===== src/hdl/ptb_pkg.sv =====
// ----------------------------------------------------------------------------
// ptb_pkg
// Shared constants, types and codes of the planar tile blitter.
// ----------------------------------------------------------------------------
package ptb_pkg;

  // Screen and tile geometry.
  localparam int SCREEN_WIDTH  = 256;
  localparam int SCREEN_HEIGHT = 240;
  // The tile count is a power of two, so the wrap of a tile number is a mask.
  localparam int TILE_COUNT    = 512;

  // Table sizes and address widths.
  localparam int PAT_DEPTH    = 8192;
  localparam int PAT_AW       = 13;
  localparam int SLOT_DEPTH   = 32;
  localparam int SLOT_AW      = 5;
  localparam int COLOUR_DEPTH = 64;
  localparam int COLOUR_AW    = 6;

  // Output queue between the draw pipeline and the master port.
  localparam int FIFO_DEPTH = 8;
  localparam int FIFO_AW    = 3;

  // Highest row or column index inside a tile.
  localparam logic [2:0] TILE_LAST = 3'd7;

  // Input word kinds.
  typedef enum logic [1:0] {
    MODE_PATTERN = 2'd0,
    MODE_SLOT    = 2'd1,
    MODE_COLOUR  = 2'd2,
    MODE_DRAW    = 2'd3
  } mode_t;

  // Draw sequencer states.
  typedef enum logic [2:0] {
    ST_IDLE,
    ST_FETCH_LO,
    ST_FETCH_HI,
    ST_PIXELS,
    ST_DRAIN
  } draw_state_t;

  // One input word after unpacking.
  typedef struct packed {
    mode_t              mode;
    logic [12:0]        table_address;
    logic [23:0]        write_data;
    logic signed [9:0]  tile_x;
    logic signed [9:0]  tile_y;
    logic               flip_horizontal;
    logic               flip_vertical;
    logic [8:0]         tile_number;
    logic [2:0]         palette_group;
  } in_item_t;

  // One result word.
  typedef struct packed {
    logic        pixel_write;
    logic [7:0]  pixel_column;
    logic [7:0]  pixel_row;
    logic [23:0] pixel_rgb;
    logic        last_of_tile;
  } out_item_t;

  // Write request into the output queue.
  typedef struct packed {
    logic      valid;
    out_item_t item;
  } push_t;

  // Output queue fill level, used for slot reservation.
  typedef struct packed {
    logic [FIFO_AW:0] count;
  } fifo_status_t;

endpackage


===== src/hdl/ptb_fifo.sv =====
// ----------------------------------------------------------------------------
// ptb_fifo
// Small output queue that decouples the draw pipeline from the master port.
// ----------------------------------------------------------------------------
module ptb_fifo (
  input  logic                  clk,
  input  logic                  rst,
  input  ptb_pkg::push_t        push,
  output ptb_pkg::fifo_status_t status,
  output logic                  out_valid,
  input  logic                  out_ready,
  output ptb_pkg::out_item_t    out_item
);
  import ptb_pkg::*;

  out_item_t          mem [FIFO_DEPTH];
  logic [FIFO_AW-1:0] wr_ptr;
  logic [FIFO_AW-1:0] rd_ptr;
  logic [FIFO_AW:0]   count;
  logic               pop;

  assign out_valid    = (count != '0);
  assign pop          = out_valid && out_ready;
  assign out_item     = mem[rd_ptr];
  assign status.count = count;

  // Storage.
  always_ff @(posedge clk) begin
    if (push.valid) begin
      mem[wr_ptr] <= push.item;
    end
  end

  // Pointers and fill level.
  always_ff @(posedge clk) begin
    if (rst) begin
      wr_ptr <= '0;
      rd_ptr <= '0;
      count  <= '0;
    end else begin
      if (push.valid) begin
        wr_ptr <= wr_ptr + 1'b1;
      end
      if (pop) begin
        rd_ptr <= rd_ptr + 1'b1;
      end
      count <= count + (FIFO_AW+1)'(push.valid) - (FIFO_AW+1)'(pop);
    end
  end

endmodule


===== config.mk =====
export PLATFORM = sky130hd
export DESIGN_NAME = ptb_fifo
export DESIGN_NICKNAME = d
export VERILOG_FILES = /design/src/hdl/ptb_pkg.sv /design/src/hdl/ptb_fifo.sv
export SDC_FILE = /design/constraint.sdc
export NUM_CORES = 1
export LEC_CHECK = 0
export BUFFER_PORTS_ARGS = -buffer_cell sky130_fd_sc_hd__buf_4
export CORE_MARGIN = 2
export CORE_UTILIZATION = 45
export DETAILED_ROUTE_END_ITERATION = 8
export GPL_ROUTABILITY_DRIVEN = 0
export PLACE_DENSITY = 0.73
export SYNTH_ARGS = -nofsm -noshare
export SYNTH_HDL_FRONTEND = slang
export SYNTH_SLANG_ARGS = --single-unit

===== constraint.sdc =====
create_clock -name clk -period 4.6 [get_ports clk]
set_input_delay 0.69 -clock clk [delete_from_list [all_inputs] [get_ports clk]]
set_output_delay 0.69 -clock clk [all_outputs]
set_load 0.1 [all_outputs]

Word level (Yosys, flattened, before mapping)
Memories as Yosys holds them, arrays and structs flattened. A register that Yosys moved wholly into a read port is not among the register bits.
Index checks and enable logic that the tools add are counted.
{ "word_totals": {"register_bits": 10, "mem_bits_rw": 336, "inputBits": 46, "out_inout_bits": 47, "wordCells": 14, "n_memories": 1} }
{ "mem_list": {"columns": ["memory", "depth", "width", "read_ports", "rd_ports_with_merged_regs", "write_ports", "line", "source"], "rows": [
  ["mem", 8, 42, 1, 1, 1, "ptb_fifo.sv:16", "out_item_t mem [FIFO_DEPTH];"]
]} }
{ "op_classes": {"add_sub_neg": 4, "mux": 4, "n_reduce_logical": 2} }
{ "op_table": {"columns": ["cell", "n"], "rows": [
  ["$add 3x1->3 const B", 2],
  ["$mux 3", 2],
  ["$add 4x1->4", 1],
  ["$reduce_bool 4->1", 1],
  ["$sub 4x1->4", 1],
  ["$mux 1", 2],
  ["$logic_and 1x1->1", 1]
]} }

Longest topological paths before layout
Gate-level depths: netlist of the first run.
{ "logic_depth": {"word_depth": 4, "depth_mapped": 11, "mapped_depth_nobuf": 11} }

Worst setup path before layout of the first run
No wires, ideal clock.
{ "synth_path": {"path_kind": "input to register", "startpoint": "input push[42] (netlist name)", "endpoint": "memory mem[0][0] (netlist name) (enable)", "setup_time_ps": 494, "arrival_ps": 3660, "t_required_ps": 4106, "setup_slack_ps": 446, "stages": 2, "path_buffers": 0, "path_cell_list": "nand2b_1 -> nor3_1"} }
{ "synth_via": {"elab_chain_cells": 2} }
{ "synth_lines": {"columns": ["element", "line", "source"], "rows": [
  ["start, declared", "ptb_fifo.sv:8", "input ptb_pkg::push_t push,"],
  ["$mux 1", "ptb_fifo.sv:29", "if (push.valid) begin"],
  ["$mux 1 (not written as such)", "ptb_fifo.sv:30", "mem[wr_ptr] <= push.item;"],
  ["end, declared", "ptb_fifo.sv:16", null]
]} }
Every way passes these cells.

==> results of run 1 <==
-- cell families (layout without fill, tap and decap cells) --
logic type / count (synthesis) / in the layout / share of synthesized area
DFF: 349 / 349 / 0.781
muxes: 129 / 129 / 0.181
buffers and inverters: 32 / 179 / 0.0137
and+or+nand+nor: 31 / 31 / 0.0109
AOI/OAI and AO/OA: 10 / 10 / 0.00406
adders and majority gates: 7 / 7 / 0.00718
xor gates and xnor gates: 3 / 3 / 0.00198
other: 0 / 1 / 0
-- stage by stage --
stage                     cell area, um^2  worst slack (ns)
after floorplan                     13200             0.446
after global placement              14500              1.63
after detailed placement            14500              1.58
after CTS                           15500              1.04
after global routing                15500             0.899
final                               15500              1.10
-- final timing paths --
check                                     to  slack (ns)
worst min register to register     wr_ptr[2]        0.54
worst min-delay path               mem[5][7]        0.41
worst max register to register     status[1]        2.27
worst max-delay path            out_item[32]        1.10
-- cell usage in the layout, fill, tap and decap left out, drive strengths merged, types with 5 or more instances in the layout --
| master | count |
|---|---|
| buf | 107 |
| mux2 | 44 |
| nor2 | 13 |
| inv | 11 |
| clkinv | 9 |
| mux4 | 84 |
| edfxtp | 336 |
| ha | 6 |
| dfxtp | 13 |
| a21oi | 6 |
| clkbuf | 50 |
| nand2 | 5 |
-- worst max-delay path, stage by stage, from the launching register on --
cell and delay [ns]:
dfxtp_4 0.67, buf_4 0.48, mux4_2 0.57, mux2_2 0.31, buf_4 0.24
-- registers in the layout (all words and copies together), names as in the netlist, named ones only --
name,count
mem,336
rd_ptr,3
status,4
wr_ptr,3
-- routing by layer --
metal  up-vias  wire length [um]  share of wire  GRT usage
met3        42              1690          0.067     0.0450
met1      3198             10400           0.41      0.219
met5         -                11        0.00043          0
met2       177             12700           0.50      0.281
li1       2607                 -              -          -
met4         2               443          0.018     0.0424
-- cell type report --
cell class              instances  area (um^2)  share of cell area
diodes                          1         2.50            0.000161
clock buffers                  50          995              0.0640
clock inverters                14         86.3             0.00556
inverters                       8         30.0             0.00193
multi-input cells             180         2770               0.178
flip-flops and latches        349        10400               0.667
well taps                     384          480              0.0309
repair buffers                107          816              0.0525
-- power breakdown --
part	internal, mW	switching [mW]
Combinational	0.617	1.49
Sequential	3.59	0.118
Clock	1.52	1.12
==> metrics.txt, run 1 <==
setup violators final=0; detailed placer's ending HPWL=14600 um; worst skew pair latency=0.51 ns; clock transition at the registers of the reported paths=0.06 ns; Slew @ Worst Pin=1.22 ns; Hold Crit Start=push[7]; IO Pins=93; sequential share of the synthesized area=0.781; Iter 0 DRT Violations=557; final hold violations=0; most instantiated cells after synthesis=336 x edfxtp_1, 84 x mux4_2, 44 x mux2_2; r2r startpoint=status[2]; vias in the first global route=6482; Die Wd=176 um; Vias=6026; Post-synth EDFFs=336; CTS root buffer=clkbuf_16; Area contributors post-synth=edfxtp_1 76%, mux4_2 14%, mux2_2 3.7%, dfxtp_1 2.0%, buf_6 0.60%; status=completed; CORE AREA=0.0289 mm^2; TritonCTS clock tree=yes; post-CTS setup buffers=0; Placed Cells=1028; Worst Path Max Fanout=25; drt pass-1 iters=5; unrepaired setup endpoints after global routing=false; post-synthesis cell type count=25; R2R depth=10; ys async rst share=0; Initial Util=0.459; headroom to the max-slew limit=0.189; Final Slew Violations=0; area grow syn2layout=17.3%; WL/cell=23.1 um; layout cell share with drive strength beyond 1=0.419; GRT overflow=0; clock skew=0.0207 ns; Achievable Freq=286 MHz; count leader, synth=edfxtp_1; antenna violations before repair=2; period utilisation layout=0.760; Worst Hold Class=input pin to flop; Final ANT Viol Nets=0; CTS H-tree lvls=2; Tot GR Track Use=0.168; max cap viols=0; vias per cell=5.51; Hold Path Cell Cnt=1; fin util=0.539; hold buffer count at cts=0; Mean Syn Cell Area=23.6 um^2; power per cell area=544 mW/mm^2; Port Buffer Count=92; Crit Path Class=flop to primary output; syn_nets=614; clock buffer depth=3; CP Capture Type=primary output; CTS resizes=0; DRT Wirelength=25300 um; DIE AREA=0.0308 mm^2; total CTS buffers=37; # fillers=2175; Tmin final=3.50 ns; Cell Count, Final, Fillers Out=1093; leak pwr=4.97 nW; Die Ht=176 um; pin count of the biggest net entering global routing=85; Post-Syn Area=0.0132 mm^2; setup TNS=0 ns; area leader, netlist=edfxtp_1; top-area cell type share of the netlist area=0.762; cells after synthesis=561; final hold slack=0.408 ns; Overall Power=8.46 mW; # rows=62; Peak VDD IR=0.000421 V; clock sink total=349; first-pass GRT wire length=38400 um; WP data arrival=2.81 ns; residual DRC count=0; fin nets=736; YS warnings=0; startpoint types=flop; synthesized flop and latch total=349; ys flop type=edfxtp_1; Worst Path Required=3.91 ns
(Power assumes the default switching activity.)
==> inputs of run 2 (changes only) <==
--- a/config.mk
+++ b/config.mk
@@ -5,6 +5,7 @@
 export SDC_FILE = /design/constraint.sdc
 export NUM_CORES = 1
 export LEC_CHECK = 0
+export ABC_AREA = 1
 export BUFFER_PORTS_ARGS = -buffer_cell sky130_fd_sc_hd__buf_4
 export CORE_MARGIN = 2
 export CORE_UTILIZATION = 45
==> constraint.sdc (replaced) <==
create_clock -name clk -period 3.4 [get_ports clk]
set_input_delay 0.51 -clock clk [delete_from_list [all_inputs] [get_ports clk]]
set_output_delay 0.51 -clock clk [all_outputs]
set_load 0.1 [all_outputs]
==> run 2 against run 1 <==
  * Die area grew 15%
  * Global-route usage grew 2.1 points
  * Clock skew shrank 0.013 ns
  * Register-to-register slack lost 1.0 ns
  * Area after synthesis grew 15%
  * Wire length grew 30%
  * Sequential power grew 32%
  * Combinational power grew 120%
  * Sequential cell count is the same
  * Core utilization shrank 1.5 points
  * Final cell count grew 92%
  * Critical path type unchanged
==> metrics.txt, run 2 <==
status=completed; Vias=10100 (+67%); Die Wd=188 um (+7.3%); TritonCTS clock tree=yes; hold buffer count at cts=0 (unchanged); IO Pins=93 (unchanged); most instantiated cells after synthesis=560 x nand2_1, 352 x inv_1, 336 x edfxtp_1; Tmin final=3.05 ns; setup violators final=0 (unchanged); antenna violations before repair=0 (-2); period utilisation layout=0.897; area leader, netlist=edfxtp_1; Post-DP Area=0.0164 mm^2 (+13%); WP data arrival=2.54 ns (-0.27 ns); leak pwr=8.05 nW (+62%); Area contributors post-synth=edfxtp_1 66%, nand2_1 14%, inv_1 8.6%, nand3_1 5.7%, dfxtp_1 1.7%; Final ANT Viol Nets=0 (unchanged); Largest register FFs=336 (unchanged); top-area cell type share of the netlist area=0.660 (-0.102); Worst Setup Slack, final=0.349 ns (-0.753 ns); post-synthesis cell type count=18 (-28%); Crit Path Class=flop to primary output; Achievable Freq=328 MHz; WL/cell=15.6 um (-33%); Peak VDD IR=0.00106 V (+150%); fin nets=1682 (+130%); post-CTS setup buffers=0 (unchanged); area grow syn2layout=14.8%; Placed Cells=2038 (+98%); syn_nets=1593 (+160%); Overall Power=13.4 mW (+59%); fin util=0.524 (-0.0150); FF+latch area=0.0104 mm^2 (unchanged); YS warnings=0 (unchanged); Worst Path Max Fanout=84 (+240%); headroom to the max-slew limit=0.285 (+0.0962); drt pass-1 iters=6 (+1); Place WS=0.882 ns (-0.701 ns); ys async rst share=0 (unchanged); reg2reg end=mem[0][30]; setup TNS=0 ns (unchanged); Initial Util=0.456 (-0.00306); Port Buffer Count=92 (unchanged); final hold slack=0.204 ns (-0.204 ns); vias per cell=4.80 (-13%); clock transition at the registers of the reported paths=0.06 ns (about the same); first-pass GRT wire length=52500 um (+37%); Mean Syn Cell Area=9.93 um^2 (-58%); Slew @ Worst Pin=1.07 ns (-0.146 ns); CTS H-tree lvls=2 (unchanged); Tot GR Track Use=0.188 (+0.0205); CTS resizes=0 (unchanged); Iter 0 DRT Violations=992 (+78%); sequential share of the synthesized area=0.677 (-0.104); worst skew pair latency=0.50 ns (about the same); DRT Wirelength=32800 um (+30%); layout cell share with drive strength beyond 1=0.108 (-0.312); Die Ht=188 um (+7.3%); crit path to=out_item[41]; # fillers=2859 (+31%); Largest Register=mem; Cell Count, Final, Fillers Out=2101 (+92%); total CTS buffers=37 (unchanged); Worst Path Required=2.89 ns (-1.02 ns); CP Capture Type=primary output; CTS root buffer=clkbuf_16; unrepaired setup endpoints after global routing=false; leading cell type in the layout, fill and taps excluded=nand2_1; count leader, synth=nand2_1; vias in the first global route=9984 (+54%); # rows=67 (+8.1%); Post-synth EDFFs=336 (unchanged); power per cell area=766 mW/mm^2 (+41%); cells after synthesis=1540 (+170%); clock buffer depth=3 (unchanged); Final Slew Violations=0 (unchanged); multi-input logic area=0.00327 mm^2 (+18%); R2R depth=3 (-7); clock sink total=349 (unchanged); Worst Hold Class=input pin to flop; ys flop type=edfxtp_1; Post-Syn Area=0.0153 mm^2 (+15%); register-to-register setup slack=1.27 ns (-1.00 ns); most frequent cells in the layout=560 x nand2_1, 351 x inv_1, 336 x edfxtp_1, 173 x nand3_1, 112 x buf_4; residual DRC count=0 (unchanged); final hold violations=0 (unchanged); pin count of the biggest net entering global routing=169 (+99%); GRT overflow=0 (unchanged); clock skew=0.00735 ns (-0.0133 ns); fin area=0.0176 mm^2 (+13%); r2r startpoint=wr_ptr[0]; DIE AREA=0.0355 mm^2 (+15%); Antenna Cells=0 (-1); synthesized flop and latch total=349 (unchanged); CORE AREA=0.0335 mm^2 (+16%); startpoint types=flop; max cap viols=0 (unchanged); detailed placer's ending HPWL=18200 um (+25%)
==> run 2: changes by cell type after synthesis, moves of 4 or more <==
cell | previous run | this run
nand2_1 | 5 | 560
inv_1 | 8 | 352
nand3_1 | 3 | 174
mux4_2 | 84 | 0
mux2_2 | 44 | 0
buf_2 | 7 | 33
buf_4 | 0 | 6
buf_6 | 7 | 13
nor2_1 | 13 | 18
nand2b_1 | 4 | 0
==> run 2: how the worst min path moves through the flow <==
stage,cells past startpoint,end,startpoint
2_1_floorplan,2,wr_ptr[0],wr_ptr[0]
3_3_place_gp,2,rd_ptr[1],rd_ptr[1]
3_5_place_dp,2,flop,rd_ptr[2]
4_1_cts,2,status[0],rst
5_1_grt,2,status[0],rst
6_report,2,status[1],rst
==> run 2: metal layers <==
metal  vias up  wire, um  track usage
met5         -         0            0
met4         0       719       0.0643
met3        59      2310       0.0369
met2       344     15600        0.307
met1      4725     14100        0.253
li1       4955         -            -
==> run 2: layout make-up <==
cell class,count,share of cell area
flip-flops and latches,349,0.590
clock buffers,47,0.0549
repair buffers,114,0.0502
multi-input cells,773,0.186
clock inverters,16,0.0105
inverters,354,0.0759
well taps,448,0.0319
==> run 2: critical path: stages (launching register included) <==
cell     delay (ns)
dfxtp_4        0.34
buf_4          0.80
nand3_1        0.18
nand2_1        0.11
nand2_1        0.06
nand2_1        0.17
buf_4          0.32
==> run 2: cell families (layout without fill, tap and decap cells) <==
kind of cell               Yosys count  count (layout)  share of synthesized area
and+or+nand+nor                    754             754                      0.200
AOI/OAI and AO/OA                   12              12                    0.00393
DFF                                349             349                      0.677
adders and majority gates            7               7                    0.00622
buffers and inverters              418             531                      0.113
==> run 2: power by group <==
part / switching, mW / internal, mW
clock: 1.58 / 2.31
sequential: 0.0492 / 4.85
combinational: 3.66 / 0.987
